$ cat src/rtl/rr_pkg.sv
// rational reconstruction package: state encoding, status codes, datapath command types
// no dependencies
`timescale 1ns / 1ps

package rr_pkg;

  localparam int unsigned WORD_W = 64;
  localparam int unsigned NUM_W  = 32;
  localparam int unsigned DEN_W  = 31;
  localparam int unsigned STAT_W = 2;
  localparam int unsigned ADDR_W = 3;

  localparam logic [ADDR_W-1:0] ADDR_MODULUS = 3'd0;

  localparam logic [STAT_W-1:0] STAT_OK     = 2'd0;
  localparam logic [STAT_W-1:0] STAT_NOFRAC = 2'd1;
  localparam logic [STAT_W-1:0] STAT_VERIFY = 2'd2;

  typedef enum logic [3:0] {
    ST_IDLE,
    ST_REDUCE,
    ST_SQRT,
    ST_EUCLID_CHK,
    ST_EUCLID_DIV,
    ST_SIGN,
    ST_GCD_CHK,
    ST_GCD_DIV,
    ST_MUL,
    ST_FINAL,
    ST_OUT
  } state_t;

  // command word from controller to datapath
  typedef struct packed {
    logic load;        // capture residue and modulus, start reduce division
    logic sqrt_start;  // start integer square root
    logic euc_start;   // start division r0 / r1
    logic euc_update;  // apply quotient to r and t
    logic sign_fix;    // normalize sign, compute checks
    logic gcd_init;    // load gcd operands
    logic gcd_start;   // start gcd division
    logic gcd_update;  // shift gcd pair
    logic mul_start;   // start modular multiply
  } dp_cmd_t;

  typedef struct packed {
    logic mod_small;   // modulus below two
    logic div_busy;
    logic sqrt_busy;
    logic mul_busy;
    logic euc_done;    // |r1| <= bound
    logic cand_bad;    // d == 0 or a part exceeds bound
    logic gcd_zero;    // second gcd operand is zero
    logic gcd_one;     // first gcd operand is one
    logic verify_ok;
  } dp_stat_t;

endpackage

$ cat src/rtl/rr_controller.sv
// controller state machine sequencing the datapath
// depends on rr_pkg
`timescale 1ns / 1ps

module rr_controller
  import rr_pkg::*;
(
  input  logic              clk,
  input  logic              rst,
  input  logic              in_req,
  input  dp_stat_t          stat,
  input  logic              out_taken,
  output logic              idle,
  output dp_cmd_t           cmd,
  output logic              out_load,
  output logic [STAT_W-1:0] out_status
);

  state_t state, state_next;

  always_ff @(posedge clk) begin
    if (rst) begin
      state <= ST_IDLE;
    end else begin
      state <= state_next;
    end
  end

  always_comb begin
    state_next = state;
    cmd        = '0;
    out_load   = 1'b0;
    out_status = STAT_NOFRAC;
    idle       = (state == ST_IDLE);
    unique case (state)
      ST_IDLE: begin
        if (in_req) begin
          cmd.load   = 1'b1;
          state_next = ST_REDUCE;
        end
      end
      ST_REDUCE: begin
        if (stat.mod_small) begin
          if (out_taken) begin
            out_load   = 1'b1;
            state_next = ST_IDLE;
          end
        end else if (!stat.div_busy) begin
          cmd.sqrt_start = 1'b1;
          state_next     = ST_SQRT;
        end
      end
      ST_SQRT: begin
        if (!stat.sqrt_busy) begin
          state_next = ST_EUCLID_CHK;
        end
      end
      ST_EUCLID_CHK: begin
        if (!stat.div_busy) begin
          if (stat.euc_done) begin
            cmd.sign_fix = 1'b1;
            state_next   = ST_SIGN;
          end else begin
            cmd.euc_start = 1'b1;
            state_next    = ST_EUCLID_DIV;
          end
        end
      end
      ST_EUCLID_DIV: begin
        if (!stat.div_busy) begin
          cmd.euc_update = 1'b1;
          state_next     = ST_EUCLID_CHK;
        end
      end
      ST_SIGN: begin
        if (stat.cand_bad) begin
          state_next = ST_OUT;
        end else begin
          cmd.gcd_init = 1'b1;
          state_next   = ST_GCD_CHK;
        end
      end
      ST_GCD_CHK: begin
        if (stat.gcd_zero) begin
          if (stat.gcd_one) begin
            cmd.mul_start = 1'b1;
            state_next    = ST_MUL;
          end else begin
            state_next = ST_OUT;
          end
        end else begin
          cmd.gcd_start = 1'b1;
          state_next    = ST_GCD_DIV;
        end
      end
      ST_GCD_DIV: begin
        if (!stat.div_busy) begin
          cmd.gcd_update = 1'b1;
          state_next     = ST_GCD_CHK;
        end
      end
      ST_MUL: begin
        if (!stat.mul_busy) begin
          state_next = ST_FINAL;
        end
      end
      ST_FINAL: begin
        out_status = stat.verify_ok ? STAT_OK : STAT_VERIFY;
        if (out_taken) begin
          out_load   = 1'b1;
          state_next = ST_IDLE;
        end
      end
      ST_OUT: begin
        if (out_taken) begin
          out_load   = 1'b1;
          state_next = ST_IDLE;
        end
      end
      default: state_next = ST_IDLE;
    endcase
  end

endmodule

$ cat config.mk
export PLATFORM = sky130hd
export DESIGN_NAME = rr_controller
export DESIGN_NICKNAME = d
export VERILOG_FILES = /design/src/rtl/rr_pkg.sv /design/src/rtl/rr_controller.sv
export SDC_FILE = /design/constraint.sdc
export NUM_CORES = 1
export LEC_CHECK = 0
export BUFFER_PORTS_ARGS = -buffer_cell sky130_fd_sc_hd__buf_2
export CAP_MARGIN = 20
export CORE_AREA = 3 3 40 42
export DETAILED_ROUTE_END_ITERATION = 10
export DIE_AREA = 0 0 43 45
export PLACE_DENSITY = 0.68
export SYNTH_ARGS = -nofsm -noshare
export SYNTH_HDL_FRONTEND = slang
export SYNTH_SLANG_ARGS = --single-unit
$ cat constraint.sdc
create_clock -name clk -period 1.8 [get_ports clk]
set_input_delay 0.27 -clock clk [delete_from_list [all_inputs] [get_ports clk]]
set_output_delay 0.27 -clock clk [all_outputs]
set_load 0.05 [all_outputs]
==> metrics.txt, run 1 <==
# setup viols final=0; fin nets=between 100 and 150; largest net degree at the start of global routing=14; TritonCTS clock tree=yes; Max Cap Viol=0; Most flops, register=state; placed instance count=120; kind of critical path=reg -> out; first-pass GRT wire length=2770 um; Post-DRT Antenna Nets=0; fmax=between 0.5 and 0.6 GHz; leakage=0.349 nW; Tightest Hold Check Type=in -> reg; initial antenna violation count=0; Post-CTS Setup Bufs=0; overall power=0.518 mW; CP arrival=1.44 ns; Setup Slack @ Placement=0.166 ns; RSZ-0062 raised after global routing=no; via count=698; CORE AREA=1280 um^2; Crit path required time=1.53 ns; biggest cell delay along the critical path=0.45 ns; IO buf count=25; die area=1940 um^2; clock sink count=4; clock period minus worst slack=1.71 ns; Final Skew=0.00282 ns; Setup crit end kind=output pin; Synth area leaders=dfxtp_1, nor4_1, a21oi_1, nand2_1, nor2b_1; DRT iter0 DRCs=13; crit share post-route=0.952; Crit-path slowest cell=dfxtp_2; syn_nets=88; Non-Filler Instances=123; Post-synth ARST share=0; layout cells sized above 1=0.491; Initial Util=0.381; global route overflow=0; setup TNS=0 ns; CP startpoint kind=flop; final wirelength=1560 um; synth warn=0; Main synth FF type=dfxtp_1; number of global-route vias before repair=roughly 660; # H-tree levels=1; cts repair resizes=5; CTS clk-pin slew, worst paths=0.04 ns; synthesized area=489 um^2; final hold vios=0; Clock Latency Late Sink=0.23 ns; First-pass DRT Iterations=4; Largest regs=state x4; Tot GR Track Use=0.189; Synth top area share=0.164; top cells by count, synth=nand2_1, a21oi_1, nor2_1, inv_1, nor4_1; WL per Instance=~13 um; Rows=13; die height=about 45 um; Area growth syn-to-layout=64.5%; Clock Tree Buf Depth=2; FILL cells=122; CTS Hold Buffers Added=0; routability cong.=0.809; max-slew violation count=0; TritonCTS Buffers=3; Cells after Synth=75; max reg flops=4; DP HPWL=between 1000 and 1500 um; number of synthesized flops with an enable pin=0; Die W=43 um; total power per unit cell area=644 nW/um^2; Max FO, Critical Path=11; # diodes=0; setup ws final=roughly 0.086 ns; syn_area_per_cell=6.52 um^2; Yosys cell types=28; outcome=complete, no violations; post-synthesis sequential area ratio=0.164; Synth area leader=dfxtp_1; Slew @ Worst Pin=0.313 ns; Avg Vias per Cell=5.67; drc violations=0; Seq cells post-synth=4; # IOs=26; max_slew headroom=0.791; CTS root buf=clkbuf_4; VDD IR max=0.000533 V; critical path cell sequence=buf_4 > nand2_1 > nor3_2 > buf_2; cell with the most instances after synthesis=nand2_1
-- per-layer routing --
layer | global-route usage | routed length (um)
met1 | 0.242 | 708
met2 | 0.314 | 780
met3 | 0.0239 | 72
met4 | 0.0964 | 0
met5 | 0 | 0
-- report_power, final --
part	switching, mW	internal, mW
logic	0.161	0.123
clock network	0.0327	0.0743
registers	0.0270	0.0994
total	0.221	0.297
-- layout by cell type (no fill, tap or decap), types with 2 or more instances in the layout --
cell type   n
a211o_1     2
a21oi_1     6
a2bb2oi_1   2
buf_2      22
buf_4      12
clkbuf_4    3
dfxtp_2     4
inv_1       5
nand2_1     8
nand2b_1    2
nand3b_1    2
nor2_1      4
nor2b_1     4
nor3_2      3
nor4_2      2
nor4_4      2
o21ai_0     4
o22ai_1     4
-- worst paths after layout --
path	slack (ns)	cells past startpoint	startpoint	to
max	0.09	4	state[2]	cmd[0]
min	0.24	2	rst	state[0]
max reg2reg	0.26	5	state[2]	state[0]
min reg2reg	0.60	2	state[2]	state[2]
-- layout make-up --
type | instances | area (um^2) | area share
Multi-Input combinational cell | 62 | 459 | 0.571
Inverter | 5 | 18.8 | 0.0233
Sequential cell | 4 | 85.1 | 0.106
Clock buffer | 3 | 22.5 | 0.0280
Tap cell | 15 | 18.8 | 0.0233
Timing Repair Buffer | 34 | 200 | 0.249
-- worst max-delay path: cells and delay by family, from the launching register on --
kind	cells	cell delay, ns
and+or+nand+nor	2	0.29
DFF	1	0.45
buffers and inverters	2	0.47
-- logic make-up after synthesis --
group	synth area share
buffers and inverters	0.0742
AND/OR/NAND/NOR	0.417
flip-flops	0.164
AO/OA/AOI/OAI	0.345
-- stage by stage --
step	hold WS [ns]	utilization	area, um^2
after global routing	0.255	0.626	805
after floorplan	0.339	-	597
after detailed placement	0.490	0.600	771
final	0.240	0.626	805
after CTS	0.229	0.625	803
after global placement	0.489	0.600	771
Note: power is estimated with default switching activity, not from simulation.
==> run 2, diff against run 1 <==
--- a/config.mk
+++ b/config.mk
@@ -5,6 +5,7 @@
 export SDC_FILE = /design/constraint.sdc
 export NUM_CORES = 1
 export LEC_CHECK = 0
+export ABC_AREA = 1
 export BUFFER_PORTS_ARGS = -buffer_cell sky130_fd_sc_hd__buf_2
 export CAP_MARGIN = 20
 export CORE_AREA = 3 3 40 42
==> run 2 against run 1 <==
Net effect: wire length fell by 15%; critical endpoint is now cmd[7]; utilization decreased by 9.7 points; synthesized cell count increased by 20%; sequential power rose by 11%.
==> metrics.txt, run 2 <==
outcome=complete, no violations; Cell Area, Placed=651 um^2 (-16%); number of synthesized flops with an enable pin=0 (unchanged); DRT iter0 DRCs=14 (+1); cell with the most instances after synthesis=nand2_1; Cells after Synth=90 (+20%); # H-tree levels=1 (unchanged); CORE AREA=1280 um^2 (unchanged); Main synth FF type=dfxtp_1; total power per unit cell area=1000 nW/um^2 (+56%); Tot GR Track Use=0.151 (-0.0380); CTS root buf=clkbuf_4; clock period minus worst slack=1.69 ns (-0.0282 ns); VDD IR max=0.000448 V (-16%); Clock Tree Buf Depth=2 (unchanged); Synth area leader=nand2_1; top cells by count, synth=nand2_1, inv_1, nand3_1, nor2_1; crit path from=state[0]; Final Skew=0.00128 ns (-0.00154 ns); leakage=0.385 nW (+10%); CTS Hold Buffers Added=0 (unchanged); Tightest Hold Check Type=in -> reg; Worst R2R Path Depth=8 (+3); most frequent cells in the layout=nand2_1, buf_2, inv_1; CP startpoint kind=flop; commonest non-fill, non-tap cell in the layout=nand2_1; drc violations=0 (unchanged); Most flops, register=state; Largest regs=state x4; layout cells sized above 1=0.415 (-0.0755); # diodes=0 (unchanged); Max Cap Viol=0 (unchanged); initial antenna violation count=0 (unchanged); R2R Path End=state[0]; Die W=43 um (unchanged); via count=642 (-8.0%); global route overflow=0 (unchanged); biggest cell delay along the critical path=0.46 ns (about the same); Initial Util=0.381 (unchanged); First-pass DRT Iterations=4 (unchanged); DP HPWL=1150 um (-7.6%); Post-synth ARST share=0 (unchanged); Crit-path slowest cell=dfxtp_1; syn_nets=103 (+17%); die area=1940 um^2 (unchanged); TritonCTS clock tree=yes; max-slew violation count=0 (unchanged); syn_area_per_cell=5.44 um^2 (-17%); Area growth syn-to-layout=38.9%; # IOs=26 (unchanged); Crit path required time=1.53 ns (about the same); Worst Setup EP=cmd[7]; RSZ-0062 raised after global routing=no; synthesized area=489 um^2 (unchanged); die height=45 um (unchanged); final hold vios=0 (unchanged); CP arrival=1.42 ns (-0.02 ns); fin nets=133 (+8.1%); Synth area leaders=nand2_1, dfxtp_1, nand3_1, inv_1, nand3_2; crit share post-route=0.936 (-0.0157); number of global-route vias before repair=588 (-10%); setup slack, reg-to-reg=0.49 ns (+0.23 ns); synth warn=0 (unchanged); fmax=0.593 GHz (+1.7%); IO buf count=25 (unchanged); Synth top area share=0.223 (+0.0588); fin area=679 um^2 (-16%); final wirelength=1330 um (-15%); setup TNS=0 ns (unchanged); post-synthesis sequential area ratio=0.164 (unchanged); critical path cell sequence=inv_2 > nor2_2 > nand3_2 > nor2_1 > buf_2; Max FO, Critical Path=7 (-4); first-pass GRT wire length=2280 um (-18%); Yosys cell types=16 (-43%); clock sink count=4 (unchanged); reg2reg start=state[0]; Post-DRT Antenna Nets=0 (unchanged); kind of critical path=reg -> out; Post-CTS Setup Bufs=0 (unchanged); Seq cells post-synth=4 (unchanged); routability cong.=0.939 (+16%); Setup crit end kind=output pin; Rows=13 (unchanged); # setup viols final=0 (unchanged); Avg Vias per Cell=4.83 (-15%); max_slew headroom=0.814 (+0.0233); largest net degree at the start of global routing=9 (-5); max reg flops=4 (unchanged); CTS clk-pin slew, worst paths=0.03 ns (about the same); Clock Latency Late Sink=0.23 ns (about the same); Slew @ Worst Pin=0.279 ns (-0.0343 ns); TritonCTS Buffers=3 (unchanged); WL per Instance=10.0 um (-21%)
## run 2: worst min path at each step
stage	startpoint	endpoint	slack, ns	depth (start not counted)
detailed placement	rst	state[1]	0.49	2
global placement	rst	state[1]	0.49	2
floorplan	rst	state[0]	0.34	1
finish	rst	state[2]	0.26	2
global route	rst	state[3]	0.26	2
CTS	rst	state[1]	0.25	2
## run 2: cells by family (layout without fill, tap and decap cells)
| logic type | Yosys count | count (layout) | synth area share |
|---|---|---|---|
| compound gates | 7 | 7 | 0.0793 |
| buf+inv | 14 | 42 | 0.107 |
| flops | 4 | 4 | 0.164 |
| simple gates | 65 | 65 | 0.650 |
## run 2: power breakdown
group / internal (mW) / switching (mW) / total (mW) / leakage, nW
combinational: 0.126 / 0.312 / 0.437 / 0.338
clock: 0.0742 / 0.0307 / 0.105 / 0.0138
sequential: 0.107 / 0.0337 / 0.140 / 0.0331
## run 2: metrics by stage
stage | cells | hold WS, ns | worst slack (ns) | power, mW | util
after floorplan | 90 | 0.339 | 0.000463 | 0.483 | -
after global placement | 130 | 0.491 | 0.294 | 0.581 | 0.506
after detailed placement | 130 | 0.492 | 0.287 | 0.577 | 0.506
after CTS | 133 | 0.249 | 0.0353 | 0.688 | 0.524
after global routing | 133 | 0.255 | 0.00906 | 0.742 | 0.529
final | 133 | 0.256 | 0.115 | 0.683 | 0.529
## run 2: critical path: cells and delay by family, from the launching register on
family / cells / cell delay [ns]
buffers and inverters: 2 / 0.35
flip-flops: 1 / 0.46
AND/OR/NAND/NOR: 3 / 0.38
## run 2: repair_timing
item / in CTS / in global routing
setup endpoints to repair: 0 / 2
endpoints found under the hold margin: 0 / 0
gates resized for setup: 0 / 3
## run 2: final cells by class
class	instances	area, um^2
fill	144	606
multi-input combinational	72	374
timing repair buffer	25	130
sequential	4	81.3
inverter	14	52.6
clock buffer	3	22.5
tap	15	18.8
## run 2: layer usage
metal,global-route usage,routed length (um),up-vias
li1,-,-,343
met1,0.180,594,274
met2,0.260,629,25
met3,0.0239,106,0
met4,0.0843,0,0
met5,0,0,-
